--- src/rtl/core/skt_pkg.sv ---
`timescale 1ns / 1ps
// ----------------------------------------------------------------------------
// skt_pkg
// Shared types and codes for the sorted key table: operation and status codes.
// ----------------------------------------------------------------------------
package skt_pkg;

    typedef logic [1:0] t_op;
    typedef logic [1:0] t_status;

    localparam t_op OP_INSERT = 2'd0;
    localparam t_op OP_SEARCH = 2'd1;
    localparam t_op OP_DELETE = 2'd2;

    localparam t_status ST_OK        = 2'd0;
    localparam t_status ST_NOT_FOUND = 2'd1;
    localparam t_status ST_FULL      = 2'd2;

endpackage

--- src/rtl/core/skt_ram.sv ---
`timescale 1ns / 1ps
// ----------------------------------------------------------------------------
// skt_ram
// Generic simple dual-port RAM: one write port, one read port, registered read.
// ----------------------------------------------------------------------------
module skt_ram #(
    parameter int WIDTH = 32,
    parameter int DEPTH = 16,
    localparam int AW = (DEPTH > 1) ? $clog2(DEPTH) : 1
) (
    input  logic             i_clk,
    input  logic             i_we,
    input  logic [AW-1:0]    i_waddr,
    input  logic [WIDTH-1:0] i_wdata,
    input  logic [AW-1:0]    i_raddr,
    output logic [WIDTH-1:0] o_rdata
);

    logic [WIDTH-1:0] r_mem [DEPTH];
    logic [WIDTH-1:0] r_rdata;

    always_ff @(posedge i_clk) begin
        if (i_we) begin
            r_mem[i_waddr] <= i_wdata;
        end
        r_rdata <= r_mem[i_raddr];
    end

    assign o_rdata = r_rdata;

endmodule

--- src/rtl/core/skt_seq.sv ---
`timescale 1ns / 1ps
// ----------------------------------------------------------------------------
// skt_seq
// Operation sequencer: scans the key memory for the lower bound; for insert and
// delete it then shifts entries up or down one word at a time, and insert writes the new key.
// ----------------------------------------------------------------------------
module skt_seq #(
    parameter int TABLE_DEPTH = 16,
    parameter int KEY_WIDTH   = 32,
    localparam int IW = $clog2(TABLE_DEPTH),
    localparam int CW = $clog2(TABLE_DEPTH + 1)
) (
    input  logic                 i_clk,
    input  logic                 i_rst_n,
    input  logic                 start,
    input  skt_pkg::t_op         i_op,
    input  logic [KEY_WIDTH-1:0] i_key,
    output logic                 busy,
    output logic                 o_done,
    output skt_pkg::t_status     o_status,
    output logic [3:0]           o_position,
    output logic [4:0]           o_entry_count,
    output logic                 o_mem_we,
    output logic [IW-1:0]        o_mem_waddr,
    output logic [KEY_WIDTH-1:0] o_mem_wdata,
    output logic [IW-1:0]        o_mem_raddr,
    input  logic [KEY_WIDTH-1:0] i_mem_rdata
);
    import skt_pkg::*;

    localparam logic [2:0] S_IDLE     = 3'd0;
    localparam logic [2:0] S_SCAN_RD  = 3'd1;
    localparam logic [2:0] S_SCAN_CMP = 3'd2;
    localparam logic [2:0] S_DECIDE   = 3'd3;
    localparam logic [2:0] S_SHIFT_RD = 3'd4;
    localparam logic [2:0] S_SHIFT_WR = 3'd5;
    localparam logic [2:0] S_WRITE    = 3'd6;

    localparam logic [CW-1:0] FULL_CNT = CW'(TABLE_DEPTH);

    logic [2:0]           r_state, n_state;
    logic [CW-1:0]        r_count, n_count;
    logic [CW-1:0]        r_idx, n_idx;
    logic [CW-1:0]        r_j, n_j;
    logic                 r_eq, n_eq;
    t_op                  r_op, n_op;
    logic [KEY_WIDTH-1:0] r_key, n_key;
    logic                 r_done, n_done;
    t_status              r_status, n_status;
    logic [CW-1:0]        r_pos, n_pos;

    logic [CW-1:0]        w_jm1;
    logic [CW-1:0]        w_jp1;
    logic [CW:0]          w_jp2;
    logic [CW:0]          w_idxp1;
    logic [CW+3:0]        w_pos_ext;
    logic [CW+4:0]        w_cnt_ext;

    assign w_jm1   = r_j - 1'b1;
    assign w_jp1   = r_j + 1'b1;
    assign w_jp2   = {1'b0, r_j} + (CW+1)'(2);
    assign w_idxp1 = {1'b0, r_idx} + (CW+1)'(1);

    always_comb begin
        n_state     = r_state;
        n_count     = r_count;
        n_idx       = r_idx;
        n_j         = r_j;
        n_eq        = r_eq;
        n_op        = r_op;
        n_key       = r_key;
        n_done      = 1'b0;
        n_status    = r_status;
        n_pos       = r_pos;
        o_mem_we    = 1'b0;
        o_mem_waddr = r_j[IW-1:0];
        o_mem_wdata = i_mem_rdata;
        o_mem_raddr = r_idx[IW-1:0];
        case (r_state)
            S_IDLE: begin
                if (start) begin
                    n_op  = i_op;
                    n_key = i_key;
                    n_idx = '0;
                    if (i_op == OP_INSERT && r_count >= FULL_CNT) begin
                        n_done   = 1'b1;
                        n_status = ST_FULL;
                        n_pos    = '0;
                    end else if (i_op == OP_INSERT || i_op == OP_SEARCH ||
                                 i_op == OP_DELETE) begin
                        n_state = S_SCAN_RD;
                    end else begin
                        n_done   = 1'b1;
                        n_status = ST_NOT_FOUND;
                        n_pos    = '0;
                    end
                end
            end
            S_SCAN_RD: begin
                if (r_idx >= r_count) begin
                    n_eq    = 1'b0;
                    n_state = S_DECIDE;
                end else begin
                    n_state = S_SCAN_CMP;
                end
            end
            S_SCAN_CMP: begin
                if (i_mem_rdata < r_key) begin
                    n_idx   = r_idx + 1'b1;
                    n_state = S_SCAN_RD;
                end else begin
                    n_eq    = (i_mem_rdata == r_key);
                    n_state = S_DECIDE;
                end
            end
            S_DECIDE: begin
                case (r_op)
                    OP_INSERT: begin
                        n_j     = r_count;
                        n_state = (r_count > r_idx) ? S_SHIFT_RD : S_WRITE;
                    end
                    OP_DELETE: begin
                        if (!r_eq) begin
                            n_done   = 1'b1;
                            n_status = ST_NOT_FOUND;
                            n_pos    = '0;
                            n_state  = S_IDLE;
                        end else if (w_idxp1 < {1'b0, r_count}) begin
                            n_j     = r_idx;
                            n_state = S_SHIFT_RD;
                        end else begin
                            n_count  = r_count - 1'b1;
                            n_done   = 1'b1;
                            n_status = ST_OK;
                            n_pos    = r_idx;
                            n_state  = S_IDLE;
                        end
                    end
                    default: begin
                        n_done   = 1'b1;
                        n_status = r_eq ? ST_OK : ST_NOT_FOUND;
                        n_pos    = r_eq ? r_idx : '0;
                        n_state  = S_IDLE;
                    end
                endcase
            end
            S_SHIFT_RD: begin
                o_mem_raddr = (r_op == OP_INSERT) ? w_jm1[IW-1:0] : w_jp1[IW-1:0];
                n_state     = S_SHIFT_WR;
            end
            S_SHIFT_WR: begin
                o_mem_we    = 1'b1;
                o_mem_waddr = r_j[IW-1:0];
                o_mem_wdata = i_mem_rdata;
                if (r_op == OP_INSERT) begin
                    n_j     = w_jm1;
                    n_state = (w_jm1 == r_idx) ? S_WRITE : S_SHIFT_RD;
                end else begin
                    n_j = w_jp1;
                    if (w_jp2 >= {1'b0, r_count}) begin
                        n_count  = r_count - 1'b1;
                        n_done   = 1'b1;
                        n_status = ST_OK;
                        n_pos    = r_idx;
                        n_state  = S_IDLE;
                    end else begin
                        n_state = S_SHIFT_RD;
                    end
                end
            end
            S_WRITE: begin
                o_mem_we    = 1'b1;
                o_mem_waddr = r_idx[IW-1:0];
                o_mem_wdata = r_key;
                n_count     = r_count + 1'b1;
                n_done      = 1'b1;
                n_status    = ST_OK;
                n_pos       = r_idx;
                n_state     = S_IDLE;
            end
            default: begin
                n_state = S_IDLE;
            end
        endcase
    end

    always_ff @(posedge i_clk) begin
        if (!i_rst_n) begin
            r_state <= S_IDLE;
            r_count <= '0;
            r_done  <= 1'b0;
        end else begin
            r_state <= n_state;
            r_count <= n_count;
            r_done  <= n_done;
        end
    end

    always_ff @(posedge i_clk) begin
        r_idx    <= n_idx;
        r_j      <= n_j;
        r_eq     <= n_eq;
        r_op     <= n_op;
        r_key    <= n_key;
        r_status <= n_status;
        r_pos    <= n_pos;
    end

    assign w_pos_ext     = {4'b0, r_pos};
    assign w_cnt_ext     = {5'b0, r_count};
    assign busy          = (r_state != S_IDLE);
    assign o_done        = r_done;
    assign o_status      = r_status;
    assign o_position    = w_pos_ext[3:0];
    assign o_entry_count = w_cnt_ext[4:0];

`ifndef SYNTH
    a_count_bound: assert property (@(posedge i_clk) disable iff (!i_rst_n)
        r_count <= FULL_CNT)
        else $error("entry count above table depth");

    a_count_step: assert property (@(posedge i_clk) disable iff (!i_rst_n)
        (r_count != $past(r_count)) |-> r_done)
        else $error("entry count changed without a result");

    a_full_status: assert property (@(posedge i_clk) disable iff (!i_rst_n)
        (r_done && r_status == ST_FULL) |-> (r_count == FULL_CNT))
        else $error("full status with free entries");

    a_done_idle: assert property (@(posedge i_clk) disable iff (!i_rst_n)
        r_done |-> (r_state == S_IDLE))
        else $error("result while an operation is still running");
`endif

endmodule

--- src/rtl/core/sorted_key_table_top.sv ---
`timescale 1ns / 1ps
// ----------------------------------------------------------------------------
// sorted_key_table_top
// Sorted key table: insert, search and delete on keys kept in ascending order.
//
// Input: a word (i_op, i_key) is taken at a clock edge where start is high
// and busy is low. busy stays high while the operation runs.
// Output: one result word per input word, shown for exactly one cycle while
// o_done is high (o_status, o_position, o_entry_count). The receiver cannot
// stall; every result must be taken in the cycle it appears.
// Sequence: an insert into a full table or an unused op code shows its
// result in the cycle after acceptance. Otherwise the scan makes one memory
// read and one compare per stored key below the key, then either a check
// past the last key or a read and compare on the key it stops on, and a
// decision step; insert and delete add a read and a write on the key memory
// per entry moved, insert one more step for the key write, and the
// result strobe follows in the next cycle. busy is low in the strobe
// cycle, so a new word can be taken at the edge that ends it.
// Reset: synchronous, active low; the table comes out empty. Key memory
// contents are not cleared, entries above the count are never used.
// ----------------------------------------------------------------------------
module sorted_key_table_top #(
    parameter int TABLE_DEPTH = 16,
    parameter int KEY_WIDTH   = 32
) (
    input  logic                 i_clk,
    input  logic                 i_rst_n,
    input  logic                 start,
    input  skt_pkg::t_op         i_op,
    input  logic [KEY_WIDTH-1:0] i_key,
    output logic                 busy,
    output logic                 o_done,
    output skt_pkg::t_status     o_status,
    output logic [3:0]           o_position,
    output logic [4:0]           o_entry_count
);
    import skt_pkg::*;

    localparam int IW = $clog2(TABLE_DEPTH);

    logic                 w_mem_we;
    logic [IW-1:0]        w_mem_waddr;
    logic [KEY_WIDTH-1:0] w_mem_wdata;
    logic [IW-1:0]        w_mem_raddr;
    logic [KEY_WIDTH-1:0] w_mem_rdata;

    skt_seq #(
        .TABLE_DEPTH (TABLE_DEPTH),
        .KEY_WIDTH   (KEY_WIDTH)
    ) u_seq (
        .i_clk         (i_clk),
        .i_rst_n       (i_rst_n),
        .start         (start),
        .i_op          (i_op),
        .i_key         (i_key),
        .busy          (busy),
        .o_done        (o_done),
        .o_status      (o_status),
        .o_position    (o_position),
        .o_entry_count (o_entry_count),
        .o_mem_we      (w_mem_we),
        .o_mem_waddr   (w_mem_waddr),
        .o_mem_wdata   (w_mem_wdata),
        .o_mem_raddr   (w_mem_raddr),
        .i_mem_rdata   (w_mem_rdata)
    );

    skt_ram #(
        .WIDTH (KEY_WIDTH),
        .DEPTH (TABLE_DEPTH)
    ) u_key_ram (
        .i_clk   (i_clk),
        .i_we    (w_mem_we),
        .i_waddr (w_mem_waddr),
        .i_wdata (w_mem_wdata),
        .i_raddr (w_mem_raddr),
        .o_rdata (w_mem_rdata)
    );

endmodule

--- config.mk ---
export PLATFORM = sky130hd
export DESIGN_NAME = sorted_key_table_top
export DESIGN_NICKNAME = d
export VERILOG_FILES = /design/src/rtl/core/skt_pkg.sv /design/src/rtl/core/skt_ram.sv /design/src/rtl/core/skt_seq.sv /design/src/rtl/core/sorted_key_table_top.sv
export SDC_FILE = /design/constraint.sdc
export NUM_CORES = 1
export LEC_CHECK = 0
export ABC_AREA = 0
export BUFFER_PORTS_ARGS = -buffer_cell sky130_fd_sc_hd__buf_4
export CORE_AREA = 2 2 189 265
export DETAILED_ROUTE_END_ITERATION = 8
export DIE_AREA = 0 0 191 267
export PLACE_DENSITY_LB_ADDON = 0.25
export SYNTH_ARGS = -nofsm -noshare
export SYNTH_HDL_FRONTEND = slang
export SYNTH_SLANG_ARGS = --single-unit
--- constraint.sdc ---
create_clock -name i_clk -period 3.7 [get_ports i_clk]
set_input_delay 0.74 -clock i_clk [delete_from_list [all_inputs] [get_ports i_clk]]
set_output_delay 0.74 -clock i_clk [all_outputs]
set_load 0.02 [all_outputs]
==> impl_results.html, run 1 <==
<table>
<tr><th>Metric</th><th>Value</th></tr>
<tr><th colspan="2">Die</th></tr>
<tr><td>Die area</td><td>51000 µm²</td></tr>
<tr><td>X dimension of the die</td><td>191 µm</td></tr>
<tr><td>Area inside the core boundary</td><td>48650 µm²</td></tr>
<tr><td>Top-level port count</td><td>50</td></tr>
<tr><td>Initial standard-cell utilization of the core</td><td>49.45%</td></tr>
<tr><td>Number of cell rows</td><td>96</td></tr>
<tr><td>Chip Height</td><td>267 µm</td></tr>
<tr><th colspan="2">Final layout</th></tr>
<tr><td>Number of diodes</td><td>0</td></tr>
<tr><td>Synthesis-to-layout area growth</td><td>15.62%</td></tr>
<tr><td>Post-route design area</td><td>27820 µm²</td></tr>
<tr><td>Register area</td><td>17730 µm²</td></tr>
<tr><td>Most common library cell in the layout ignoring fill and taps</td><td>edfxtp_1</td></tr>
<tr><td>Final net count</td><td>1525</td></tr>
<tr><td>Most frequent cells in the layout</td><td>edfxtp_1 (563), mux4_2 (128), nand2_1 (117), buf_4 (117), clkbuf_16 (57)</td></tr>
<tr><td>Fraction of layout instances using a drive strength above 1</td><td>25.10%</td></tr>
<tr><td>Footprint of the multi-input gates</td><td>6062 µm²</td></tr>
<tr><td>Number of fill cells in the layout</td><td>3608</td></tr>
<tr><th colspan="2">Synthesis</th></tr>
<tr><td>Total of flip-flops plus latches after synthesis</td><td>604</td></tr>
<tr><td>Unique masters post-synth</td><td>61</td></tr>
<tr><td>Sequential-to-total area share from yosys stat</td><td>73.69%</td></tr>
<tr><td>Async set or reset register ratio after synthesis</td><td>0%</td></tr>
<tr><td>Yosys warns</td><td>0</td></tr>
<tr><td>Cells after Synth</td><td>1299</td></tr>
<tr><td>Number of enable-type register cells in the synthesized netlist</td><td>563</td></tr>
<tr><td>Net count after synthesis</td><td>1393</td></tr>
<tr><td>Syn Area/Cell</td><td>18.52 µm²</td></tr>
<tr><td>Commonest register cell after synthesis</td><td>edfxtp_1</td></tr>
<tr><td>Post-synthesis cell area</td><td>24060 µm²</td></tr>
<tr><th colspan="2">GRT</th></tr>
<tr><td>Antenna violations before repair</td><td>0</td></tr>
<tr><td>Combined global-route utilization of all metal layers</td><td>22.34%</td></tr>
<tr><td>Remaining global-route overflow</td><td>0</td></tr>
<tr><td>Pin count of the biggest net entering global routing</td><td>57</td></tr>
<tr><td>First-pass GRT wire length</td><td>82340 µm</td></tr>
<tr><td>Number of global-route vias before repair</td><td>12.93k</td></tr>
<tr><th colspan="2">Clocking</th></tr>
<tr><td>Latest clock arrival within the worst-skew pair</td><td>0.59 ns</td></tr>
<tr><td>Number of gates resized after cts</td><td>0</td></tr>
<tr><td>TritonCTS clock tree</td><td>done</td></tr>
<tr><td>Clock tree root driver cell</td><td>clkbuf_16</td></tr>
<tr><td>Total number of H-tree levels</td><td>2</td></tr>
<tr><td>TritonCTS Buffers</td><td>56</td></tr>
<tr><td>Clk pin slew, worst setup/hold paths</td><td>0.06 ns</td></tr>
<tr><td>Number of buffers inserted for hold repair after clock tree synthesis</td><td>0</td></tr>
<tr><td>Postcts setup bufs</td><td>0</td></tr>
<tr><td>Bufs on Longest Clock Path</td><td>3</td></tr>
<tr><td>Total number of clock tree sinks</td><td>604</td></tr>
<tr><th colspan="2">STA</th></tr>
<tr><td>F_max</td><td>0.3072 GHz</td></tr>
<tr><td>Count of final setup violators</td><td>0</td></tr>
<tr><td>Setup TNS Final</td><td>0 ns</td></tr>
<tr><td>Worst hold margin</td><td>0.3208 ns</td></tr>
<tr><td>Max Slew Vio Count</td><td>0</td></tr>
<tr><td>Worst Max-Slew Pin Slew</td><td>1.083 ns</td></tr>
<tr><td>Slack of the critical path</td><td>0.4445 ns</td></tr>
<tr><td>Final critical delay including setup and external delays</td><td>3.256 ns</td></tr>
<tr><td>Ratio of final minimum period to clock period</td><td>87.99%</td></tr>
<tr><td>Number of hold violations in the final report</td><td>0</td></tr>
<tr><td>Worst relative slew slack</td><td>27.82%</td></tr>
<tr><td>RSZ-0062 raised after global routing</td><td>no</td></tr>
<tr><td>Final setup skew</td><td>0.01911 ns</td></tr>
<tr><th colspan="2">Drt</th></tr>
<tr><td>Pre-antenna DRT Iters</td><td>8</td></tr>
<tr><td>DRC viols</td><td>0</td></tr>
<tr><td>Via-per-instance ratio</td><td>5.948</td></tr>
<tr><td>DR iter-0 viols</td><td>1193</td></tr>
<tr><td>Antenna viol nets, final</td><td>0</td></tr>
<tr><td>Routed length per instance</td><td>26.16 µm</td></tr>
<tr><td>Total number of vias</td><td>12.56k</td></tr>
<tr><td>Total wire length</td><td>55230 µm</td></tr>
<tr><th colspan="2">Placement</th></tr>
<tr><td>Port Buf Inserts</td><td>49</td></tr>
<tr><td>Placement Setup Slack</td><td>0.04489 ns</td></tr>
<tr><td>Post-DP HPWL</td><td>31790 µm</td></tr>
<tr><td>Global placer's final weighted congestion</td><td>0.8495</td></tr>
<tr><td>Post-Place Cell Area</td><td>25950 µm²</td></tr>
<tr><th colspan="2">Run</th></tr>
<tr><td>Max_cap viols</td><td>0</td></tr>
<tr><th colspan="2">Worst setup path</th></tr>
<tr><td>Required arrival time at the worst endpoint</td><td>3.93 ns</td></tr>
<tr><td>Logic depth of the worst register-to-register path</td><td>8</td></tr>
<tr><td>Data arrival, critical path</td><td>3.49 ns</td></tr>
<tr><td>Worst Setup End Kind</td><td>flop</td></tr>
<tr><td>Maximum fanout count along the critical path</td><td>5</td></tr>
<tr><td>Crit start category</td><td>flop</td></tr>
<tr><td>Type of the worst setup path</td><td>flop to flop</td></tr>
<tr><th colspan="2">Pwr</th></tr>
<tr><td>P per Cell Area</td><td>554.2 nW/µm²</td></tr>
<tr><td>Leakage component of the power</td><td>9.462 nW</td></tr>
<tr><td>Design Power</td><td>15.41 mW</td></tr>
<tr><td>IR Drop Worst-Case VDD</td><td>0.3829 mV</td></tr>
<tr><th colspan="2">Worst hold path</th></tr>
<tr><td>Cell depth of the worst min-delay path</td><td>1</td></tr>
<tr><td>Type of the worst min-delay path</td><td>input port to flop</td></tr>
<tr><th colspan="2">Status</th></tr>
<tr><td>Outcome</td><td>finished, final reports clean</td></tr>
</table>
through the flow:
step	util [%]	cells
after floorplan	-	1299
after global placement	53.35	2010
after detailed placement	53.35	2010
after CTS	57.18	2111
after global routing	57.18	2111
final	57.18	2111
report_power, final:
group / internal, mW / leakage [nW] / switching (mW)
Clock: 3.40 / 0.902 / 2.44
Sequential: 7.89 / 5.45 / 0.0979
Combinational: 0.652 / 3.11 / 0.930
Total: 11.9 / 9.46 / 3.47
per-layer routing:
metal,share of wire [%],GRT usage (%),routed length [µm],up-vias
met2,52,39.32,28900,460
li1,-,-,-,5487
met1,39,29.05,21620,6515
met5,0,0,0,-
met4,2.7,6.872,1493,0
met3,5.8,2.696,3214,94
sequential cells by signal (all words and copies together), names as in the netlist:
register             flops
u_seq.r_j                5
u_key_ram.o_rdata       32
u_seq.r_pos              4
u_seq.o_entry_count      5
u_seq.r_state            3
u_seq.r_key             32
u_seq.o_status           2
u_seq.r_op               2
u_seq.o_done             1
u_key_ram.r_mem        512
u_seq.r_idx              5
u_seq.r_eq               1
Yosys cell counts (3+ instances only):
library cell  number  area share, %
buf_1              3          0.047
edfxtp_1         563             70
buf_4              4           0.12
a222oi_1          31            1.3
nor3_1             9           0.19
o21a_1             5           0.16
ha_1              56            2.9
o21ai_0           41           0.85
xnor2_1           15           0.55
nor2_1            50           0.78
o211ai_1           3          0.094
mux4_2           128             12
clkbuf_1          41           0.64
a211oi_1           5           0.16
nand3_1            8           0.17
mux2i_1            5           0.21
xor2_1             5           0.18
a22oi_1            3          0.094
a21oi_1           37           0.77
nand2_1          118            1.8
nand4_1            6           0.16
dfxtp_1           41            3.4
buf_2              7           0.15
nor2b_1            8           0.21
buf_6              3           0.14
inv_1             49           0.76
a21o_1             7           0.22
and3_1             4           0.10
a31oi_1            4           0.10
logic make-up after synthesis:
logic type,share of synthesized area (%)
DFF,73.69
muxes,12.28
AOI/OAI and AO/OA,4.520
buffers and inverters,1.878
xor gates and xnor gates,0.7282
adders and majority gates,2.996
and+or+nand+nor,3.906
worst max-delay path, stage by stage (launching register included):
cell	delay, ns
edfxtp_1	0.37
inv_1	0.12
ha_1	0.26
a41o_1	0.21
a21oi_1	0.22
o21ai_0	0.15
o311ai_1	0.66
o2111ai_1	0.41
o21bai_1	0.49
worst paths after layout:
check / start / end / slack [ns]
max: u_seq.r_key[5] / u_seq.r_idx[3] / 0.44
min: i_key[3] / u_seq.r_key[3] / 0.32
max reg2reg: u_seq.r_key[5] / u_seq.r_idx[3] / 0.44
min reg2reg: u_seq.o_entry_count[2] / u_seq.o_entry_count[2] / 0.61
final cells by class:
cell class                      count  area share, %
Clock inverter                     33          1.385
Multi-Input combinational cell    587          21.79
Tap cell                          637          2.865
Sequential cell                   604          63.73
Inverter                           50         0.6747
Timing Repair Buffer              132          4.237
Clock buffer                       68          5.312
Note: power is estimated with default switching activity, not from simulation.
==> inputs of run 2 (changes only) <==
==> constraint.sdc (replaced) <==
create_clock -name i_clk -period 3.7 [get_ports i_clk]
set_input_delay 0.37 -clock i_clk [delete_from_list [all_inputs] [get_ports i_clk]]
set_output_delay 0.37 -clock i_clk [all_outputs]
set_load 0.02 [all_outputs]
==> run 2 against run 1 <==
Power down 1.5%. Register-to-register slack worse by 0.18 ns. Utilization up 0.51 points. Via count up 1.1%. Fmax down 5.2%. Design area up 0.89%. Global-route usage up 0.056 points. Clock power down 4.6%. Clock skew up 0.0028 ns. Final cell count up 1.6%. Critical path type unchanged.
==> impl_results.html, run 2 (same netlist as run 1, synthesis figures left out) <==
<table>
<tr><th>Metric</th><th>Value</th></tr>
<tr><th colspan="2">Final layout</th></tr>
<tr><td>Register with the most flip-flops</td><td>u_key_ram.r_mem</td></tr>
<tr><td>Synthesis-to-layout area growth</td><td>16.65%</td></tr>
<tr><td>Most common library cell in the layout ignoring fill and taps</td><td>edfxtp_1</td></tr>
<tr><td>Number of diodes</td><td>0</td></tr>
<tr><td>Number of fill cells in the layout</td><td>3630</td></tr>
<tr><td>Fraction of layout instances using a drive strength above 1</td><td>24.67%</td></tr>
<tr><td>Number of flip-flops under the largest register name</td><td>512</td></tr>
<tr><td>Most frequent cells in the layout</td><td>edfxtp_1 (563), mux4_2 (128), nand2_1 (117)</td></tr>
<tr><td>Final net count</td><td>1557</td></tr>
<tr><th colspan="2">STA</th></tr>
<tr><td>Worst Max-Slew Pin Slew</td><td>1.084 ns</td></tr>
<tr><td>Final critical delay including setup and external delays</td><td>3.434 ns</td></tr>
<tr><td>RSZ-0062 raised after global routing</td><td>no</td></tr>
<tr><td>Number of hold violations in the final report</td><td>0</td></tr>
<tr><td>Ratio of final minimum period to clock period</td><td>92.82%</td></tr>
<tr><td>Worst relative slew slack</td><td>27.73%</td></tr>
<tr><td>Count of final setup violators</td><td>0</td></tr>
<tr><td>F_max</td><td>0.2912 GHz</td></tr>
<tr><td>Setup TNS Final</td><td>0 ns</td></tr>
<tr><td>Final setup skew</td><td>0.02194 ns</td></tr>
<tr><td>Slack of the critical path</td><td>0.2657 ns</td></tr>
<tr><td>Max Slew Vio Count</td><td>0</td></tr>
<tr><th colspan="2">Die</th></tr>
<tr><td>X dimension of the die</td><td>191 µm</td></tr>
<tr><td>Number of cell rows</td><td>96</td></tr>
<tr><td>Chip Height</td><td>267 µm</td></tr>
<tr><td>Top-level port count</td><td>50</td></tr>
<tr><td>Die area</td><td>51000 µm²</td></tr>
<tr><td>Initial standard-cell utilization of the core</td><td>49.45%</td></tr>
<tr><td>Area inside the core boundary</td><td>48650 µm²</td></tr>
<tr><th colspan="2">Worst setup path</th></tr>
<tr><td>Data arrival, critical path</td><td>3.66 ns</td></tr>
<tr><td>Type of the worst setup path</td><td>flop to flop</td></tr>
<tr><td>Maximum fanout count along the critical path</td><td>5</td></tr>
<tr><td>Origin of the critical flop-to-flop path</td><td>u_seq.r_key[11]</td></tr>
<tr><td>Startpoint of the most critical setup path</td><td>u_seq.r_key[11]</td></tr>
<tr><td>Worst Setup End Kind</td><td>flop</td></tr>
<tr><td>Required arrival time at the worst endpoint</td><td>3.92 ns</td></tr>
<tr><td>Crit start category</td><td>flop</td></tr>
<tr><th colspan="2">Worst hold path</th></tr>
<tr><td>Hold Startpoint</td><td>start</td></tr>
<tr><td>Type of the worst min-delay path</td><td>input port to flop</td></tr>
<tr><th colspan="2">Pwr</th></tr>
<tr><td>IR Drop Worst-Case VDD</td><td>0.3734 mV</td></tr>
<tr><td>Design Power</td><td>15.18 mW</td></tr>
<tr><td>P per Cell Area</td><td>540.9 nW/µm²</td></tr>
<tr><td>Leakage component of the power</td><td>9.559 nW</td></tr>
<tr><th colspan="2">Drt</th></tr>
<tr><td>Via-per-instance ratio</td><td>5.917</td></tr>
<tr><td>Routed length per instance</td><td>25.95 µm</td></tr>
<tr><td>Total wire length</td><td>55660 µm</td></tr>
<tr><td>DRC viols</td><td>0</td></tr>
<tr><td>Total number of vias</td><td>12.69k</td></tr>
<tr><td>DR iter-0 viols</td><td>1269</td></tr>
<tr><td>Pre-antenna DRT Iters</td><td>8</td></tr>
<tr><td>Antenna viol nets, final</td><td>0</td></tr>
<tr><th colspan="2">GRT</th></tr>
<tr><td>Number of global-route vias before repair</td><td>13.18k</td></tr>
<tr><td>First-pass GRT wire length</td><td>82330 µm</td></tr>
<tr><td>Pin count of the biggest net entering global routing</td><td>57</td></tr>
<tr><td>Remaining global-route overflow</td><td>0</td></tr>
<tr><td>Combined global-route utilization of all metal layers</td><td>22.40%</td></tr>
<tr><td>Antenna violations before repair</td><td>0</td></tr>
<tr><th colspan="2">Placement</th></tr>
<tr><td>Post-DP HPWL</td><td>31860 µm</td></tr>
<tr><td>Global placer's final weighted congestion</td><td>0.8524</td></tr>
<tr><td>Placement Setup Slack</td><td>0.03766 ns</td></tr>
<tr><td>Port Buf Inserts</td><td>49</td></tr>
<tr><th colspan="2">Clocking</th></tr>
<tr><td>Clock tree root driver cell</td><td>clkbuf_16</td></tr>
<tr><td>Latest clock arrival within the worst-skew pair</td><td>0.59 ns</td></tr>
<tr><td>Total number of H-tree levels</td><td>2</td></tr>
<tr><td>Postcts setup bufs</td><td>0</td></tr>
<tr><td>Total number of clock tree sinks</td><td>604</td></tr>
<tr><td>TritonCTS clock tree</td><td>done</td></tr>
<tr><td>Clk pin slew, worst setup/hold paths</td><td>0.06 ns</td></tr>
<tr><td>TritonCTS Buffers</td><td>54</td></tr>
<tr><td>Bufs on Longest Clock Path</td><td>3</td></tr>
<tr><th colspan="2">Status</th></tr>
<tr><td>Outcome</td><td>finished, final reports clean</td></tr>
<tr><th colspan="2">Run</th></tr>
<tr><td>Max_cap viols</td><td>0</td></tr>
</table>
run 2: changes by cell type in the layout (fill, tap and decap cells not counted):
cell           change
clkinv_1           -5
buf_4              -1
inv_8              +1
clkinv_4           -3
clkinv_2           +2
bufinv_16          -5
clkbuf_8           +7
clkbuf_1           +2
inv_6              +1
clkinvlp_4         +2
dlygate4sd3_1     +35
clkbuf_16          -2
run 2: path summary, 6_finish.rpt:
kind,endpoint,slack (ns),cells after the start
worst max-delay path,u_seq.r_idx[4],0.27,8
worst max register to register,u_seq.r_idx[4],0.27,8
worst min register to register,u_seq.o_entry_count[2],0.60,2
worst min-delay path,u_seq.r_state[0],0.26,4
run 2: layer usage:
layer / vias to the layer above / global-route usage [%] / share of wire [%]
met5: - / 0 / 0
met4: 0 / 9.093 / 3.9
met3: 116 / 2.998 / 6.2
met2: 488 / 38.19 / 51
met1: 6533 / 29.09 / 39
li1: 5555 / - / -
run 2: worst max-delay path: stages, from the launching register on:
cell and delay [ns]:
edfxtp_1 0.36, inv_1 0.13, ha_1 0.27, and4_1 0.25, nand4_1 0.20, a21oi_1 0.12, o311ai_1 0.74, o2111ai_1 0.45
o21bai_1 0.54
run 2: report_power, final:
part           switching [mW]  internal [mW]
Combinational           0.944          0.675
Sequential             0.0953           7.89
Clock                    2.45           3.12
Total                    3.49           11.7
run 2: cell type report:
class / count / area (µm²) / area share (%)
inverters: 50 / 187.7 / 0.6688
well taps: 637 / 797.0 / 2.840
multi-input cells: 587 / 6062 / 21.60
flip-flops and latches: 604 / 17730 / 63.17
repair buffers: 166 / 1521 / 5.422
clock inverters: 26 / 235.2 / 0.8382
clock buffers: 75 / 1531 / 5.457
run 2: what timing repair did:
action | CTS | global route
hold buffers | 35 | 0
resized for setup | 0 | 1
endpoints found under the hold margin | 36 | 0
setup endpoints to repair | 0 | 5
run 2: metrics by stage:
stage	instance area, µm²	util (%)	std cells	hold slack, ns
finish	28060	57.69	2145	0.2554
global route	28060	57.69	2145	0.2676
CTS	28060	57.69	2145	0.2192
detailed placement	25940	53.33	2009	0.5495
global placement	25940	53.33	2009	0.5486
floorplan	24060	-	1299	0.4689
==> inputs of run 3 (changes only) <==
--- a/config.mk
+++ b/config.mk
@@ -11,6 +11,7 @@
 export DETAILED_ROUTE_END_ITERATION = 8
 export DIE_AREA = 0 0 191 267
 export PLACE_DENSITY_LB_ADDON = 0.25
+export REMOVE_ABC_BUFFERS = 1
 export SYNTH_ARGS = -nofsm -noshare
 export SYNTH_HDL_FRONTEND = slang
 export SYNTH_SLANG_ARGS = --single-unit
==> run 3 against run 2 <==
Combinational power up 2%. Design area up 0.49%. Wire length up 1.3%. Clock power up 2%. Critical path type unchanged. Largest cell class unchanged. Highest routed layer unchanged.
==> impl_results.html, run 3 (same netlist as run 1, synthesis figures left out) <==
<table>
<tr><th>Metric</th><th>Value</th></tr>
<tr><th colspan="2">Status</th></tr>
<tr><td>Outcome</td><td>finished, final reports clean</td></tr>
<tr><th colspan="2">Drt</th></tr>
<tr><td>Total wire length</td><td>56360 µm</td></tr>
<tr><td>DR iter-0 viols</td><td>1230</td></tr>
<tr><td>Pre-antenna DRT Iters</td><td>7</td></tr>
<tr><td>Antenna viol nets, final</td><td>0</td></tr>
<tr><td>Total number of vias</td><td>12.84k</td></tr>
<tr><td>Routed length per instance</td><td>26.18 µm</td></tr>
<tr><td>DRC viols</td><td>0</td></tr>
<tr><td>Via-per-instance ratio</td><td>5.963</td></tr>
<tr><th colspan="2">STA</th></tr>
<tr><td>RSZ-0062 raised after global routing</td><td>no</td></tr>
<tr><td>Worst Max-Slew Pin Slew</td><td>1.038 ns</td></tr>
<tr><td>F_max</td><td>0.2962 GHz</td></tr>
<tr><td>Slack of the critical path</td><td>0.3237 ns</td></tr>
<tr><td>Number of hold violations in the final report</td><td>0</td></tr>
<tr><td>Max Slew Vio Count</td><td>0</td></tr>
<tr><td>Final critical delay including setup and external delays</td><td>3.376 ns</td></tr>
<tr><td>Worst relative slew slack</td><td>30.81%</td></tr>
<tr><td>Count of final setup violators</td><td>0</td></tr>
<tr><td>Final setup skew</td><td>0.03436 ns</td></tr>
<tr><td>Ratio of final minimum period to clock period</td><td>91.25%</td></tr>
<tr><th colspan="2">Final layout</th></tr>
<tr><td>Number of diodes</td><td>0</td></tr>
<tr><td>Cell Count, Final, Fillers Out</td><td>2153</td></tr>
<tr><td>Most frequent cells in the layout</td><td>edfxtp_1 (563), mux4_2 (128), nand2_1 (117), buf_4 (117)</td></tr>
<tr><td>Final net count</td><td>1563</td></tr>
<tr><td>Fraction of layout instances using a drive strength above 1</td><td>24.93%</td></tr>
<tr><td>Register with the most flip-flops</td><td>u_key_ram.r_mem</td></tr>
<tr><td>Post-route design area</td><td>28200 µm²</td></tr>
<tr><td>Most common library cell in the layout ignoring fill and taps</td><td>edfxtp_1</td></tr>
<tr><td>Synthesis-to-layout area growth</td><td>17.23%</td></tr>
<tr><td>Number of flip-flops under the largest register name</td><td>512</td></tr>
<tr><th colspan="2">Clocking</th></tr>
<tr><td>TritonCTS clock tree</td><td>done</td></tr>
<tr><td>Clock tree root driver cell</td><td>clkbuf_16</td></tr>
<tr><td>TritonCTS Buffers</td><td>55</td></tr>
<tr><td>Latest clock arrival within the worst-skew pair</td><td>0.62 ns</td></tr>
<tr><td>Total number of clock tree sinks</td><td>604</td></tr>
<tr><td>Bufs on Longest Clock Path</td><td>3</td></tr>
<tr><td>Clk pin slew, worst setup/hold paths</td><td>0.07 ns</td></tr>
<tr><td>Postcts setup bufs</td><td>0</td></tr>
<tr><td>Total number of H-tree levels</td><td>2</td></tr>
<tr><th colspan="2">Die</th></tr>
<tr><td>X dimension of the die</td><td>191 µm</td></tr>
<tr><td>Number of cell rows</td><td>96</td></tr>
<tr><td>Area inside the core boundary</td><td>48650 µm²</td></tr>
<tr><td>Initial standard-cell utilization of the core</td><td>49.45%</td></tr>
<tr><td>Chip Height</td><td>267 µm</td></tr>
<tr><td>Die area</td><td>51000 µm²</td></tr>
<tr><td>Top-level port count</td><td>50</td></tr>
<tr><th colspan="2">Placement</th></tr>
<tr><td>Global placer's final weighted congestion</td><td>0.9113</td></tr>
<tr><td>Port Buf Inserts</td><td>49</td></tr>
<tr><td>Post-DP HPWL</td><td>32060 µm</td></tr>
<tr><td>Instance count after placement with tap cells included</td><td>2014</td></tr>
<tr><td>Placement Setup Slack</td><td>0.3403 ns</td></tr>
<tr><td>Post-Place Cell Area</td><td>26030 µm²</td></tr>
<tr><th colspan="2">Worst setup path</th></tr>
<tr><td>Origin of the critical flop-to-flop path</td><td>u_seq.r_j[0]</td></tr>
<tr><td>Maximum fanout count along the critical path</td><td>25</td></tr>
<tr><td>Worst Setup End Kind</td><td>flop</td></tr>
<tr><td>R2r setup slk</td><td>0.32 ns</td></tr>
<tr><td>Type of the worst setup path</td><td>flop to flop</td></tr>
<tr><td>Data arrival, critical path</td><td>3.85 ns</td></tr>
<tr><td>Endpoint of the worst register-to-register path</td><td>u_key_ram.o_rdata[4]</td></tr>
<tr><td>Logic depth of the worst register-to-register path</td><td>9</td></tr>
<tr><td>Required arrival time at the worst endpoint</td><td>4.18 ns</td></tr>
<tr><td>Crit start category</td><td>flop</td></tr>
<tr><th colspan="2">Worst hold path</th></tr>
<tr><td>Hold Startpoint</td><td>start</td></tr>
<tr><td>Type of the worst min-delay path</td><td>input port to flop</td></tr>
<tr><td>Worst hold path endpoint</td><td>u_seq.r_state[1]</td></tr>
<tr><td>Cell depth of the worst min-delay path</td><td>4</td></tr>
<tr><th colspan="2">Pwr</th></tr>
<tr><td>Switching power total</td><td>3.591 mW</td></tr>
<tr><td>IR Drop Worst-Case VDD</td><td>0.4151 mV</td></tr>
<tr><td>Sw frac</td><td>23.41%</td></tr>
<tr><td>Portion of total power attributed to sequential cells</td><td>52.1%</td></tr>
<tr><td>Cell Int Power</td><td>11.75 mW</td></tr>
<tr><td>P per Cell Area</td><td>544.0 nW/µm²</td></tr>
<tr><td>Part of the power in combinational logic</td><td>10.8%</td></tr>
<tr><td>Share of power burned in the clock network</td><td>37.1%</td></tr>
<tr><td>Leakage component of the power</td><td>9.628 nW</td></tr>
<tr><th colspan="2">GRT</th></tr>
<tr><td>Number of global-route vias before repair</td><td>13.14k</td></tr>
<tr><td>Antenna violations before repair</td><td>0</td></tr>
<tr><td>First-pass GRT wire length</td><td>83620 µm</td></tr>
<tr><td>Pin count of the biggest net entering global routing</td><td>67</td></tr>
<tr><td>Remaining global-route overflow</td><td>0</td></tr>
<tr><td>Combined global-route utilization of all metal layers</td><td>22.69%</td></tr>
<tr><th colspan="2">Run</th></tr>
<tr><td>Max_cap viols</td><td>0</td></tr>
</table>
[run 3: cell types whose count changed in the layout (fill, tap and decap cells not counted), sizes merged]
cell	previous run	this run
buf	131	136
clkbuf	75	77
clkinv	13	19
inv	55	54
clkinvlp	5	1
[run 3: final cells by class]
| type | instances | area (µm²) |
|---|---|---|
| inverter | 50 | 187.7 |
| sequential | 604 | 17730 |
| tap | 637 | 797.0 |
| timing repair buffer | 171 | 1609 |
| clock inverter | 27 | 267.8 |
| multi-input combinational | 587 | 6062 |
| fill | 3622 | 20450 |
| clock buffer | 77 | 1550 |
[run 3: metrics by stage]
step                util, %  hold WS (ns)  power [mW]  setup TNS, ns
floorplan                 -        0.4689       9.221        -336.53
global placement      53.51        0.5484       9.719              0
detailed placement    53.51        0.5493       9.765              0
CTS                   57.97        0.1936       15.43              0
global route          57.97        0.2535       15.82              0
finish                57.97        0.2308       15.34              0
[run 3: worst max path at each step]
stage,startpoint,cells after the start,endpoint,slack (ns)
final,u_seq.r_j[0],9,u_key_ram.o_rdata[4],0.32
after global routing,u_seq.r_j[0],9,u_key_ram.o_rdata[31],0.11
after CTS,u_seq.r_j[0],9,u_key_ram.o_rdata[26],0.32
after detailed placement,u_seq.r_j[0],9,u_key_ram.o_rdata[4],0.34
after global placement,u_seq.r_j[0],9,u_key_ram.o_rdata[31],0.51
after floorplan,u_seq.r_state[2],7,u_key_ram.o_rdata[0],-4.75
[run 3: what timing repair did]
action                     4_1_cts  5_1_grt
resized for setup                0        0
hold endpoints to repair        36        0
hold buffers                    35        0
setup endpoints to repair        0        0
[run 3: critical path, stage by stage (launching register included)]
cell and delay [ns]:
edfxtp_1 0.53, inv_1 0.22, ha_1 0.32, mux2i_1 0.14, xnor2_1 0.25, mux2_8 0.45
buf_12 0.28, mux4_2 0.53, a222oi_1 0.39, nand2_1 0.10
[run 3: power groups by stage]
stage                     Combinational [mW]  Sequential [mW]  Clock, mW
final                                   1.66             7.99       5.69
after CTS                               1.67             7.99       5.78
after floorplan                         1.10             8.12          0
after global placement                  1.59             8.13          0
after detailed placement                1.63             8.13          0
after global routing                    1.82             8.00       6.00
[run 3: metal layers]
layer  track usage, %  wire length [µm]  vias up
met5                0                 0        -
met4            7.542              1676        0
met3            2.880              3187      106
met2            39.58             29180      452
met1            29.48             22310     6711
li1                 -                 -     5569
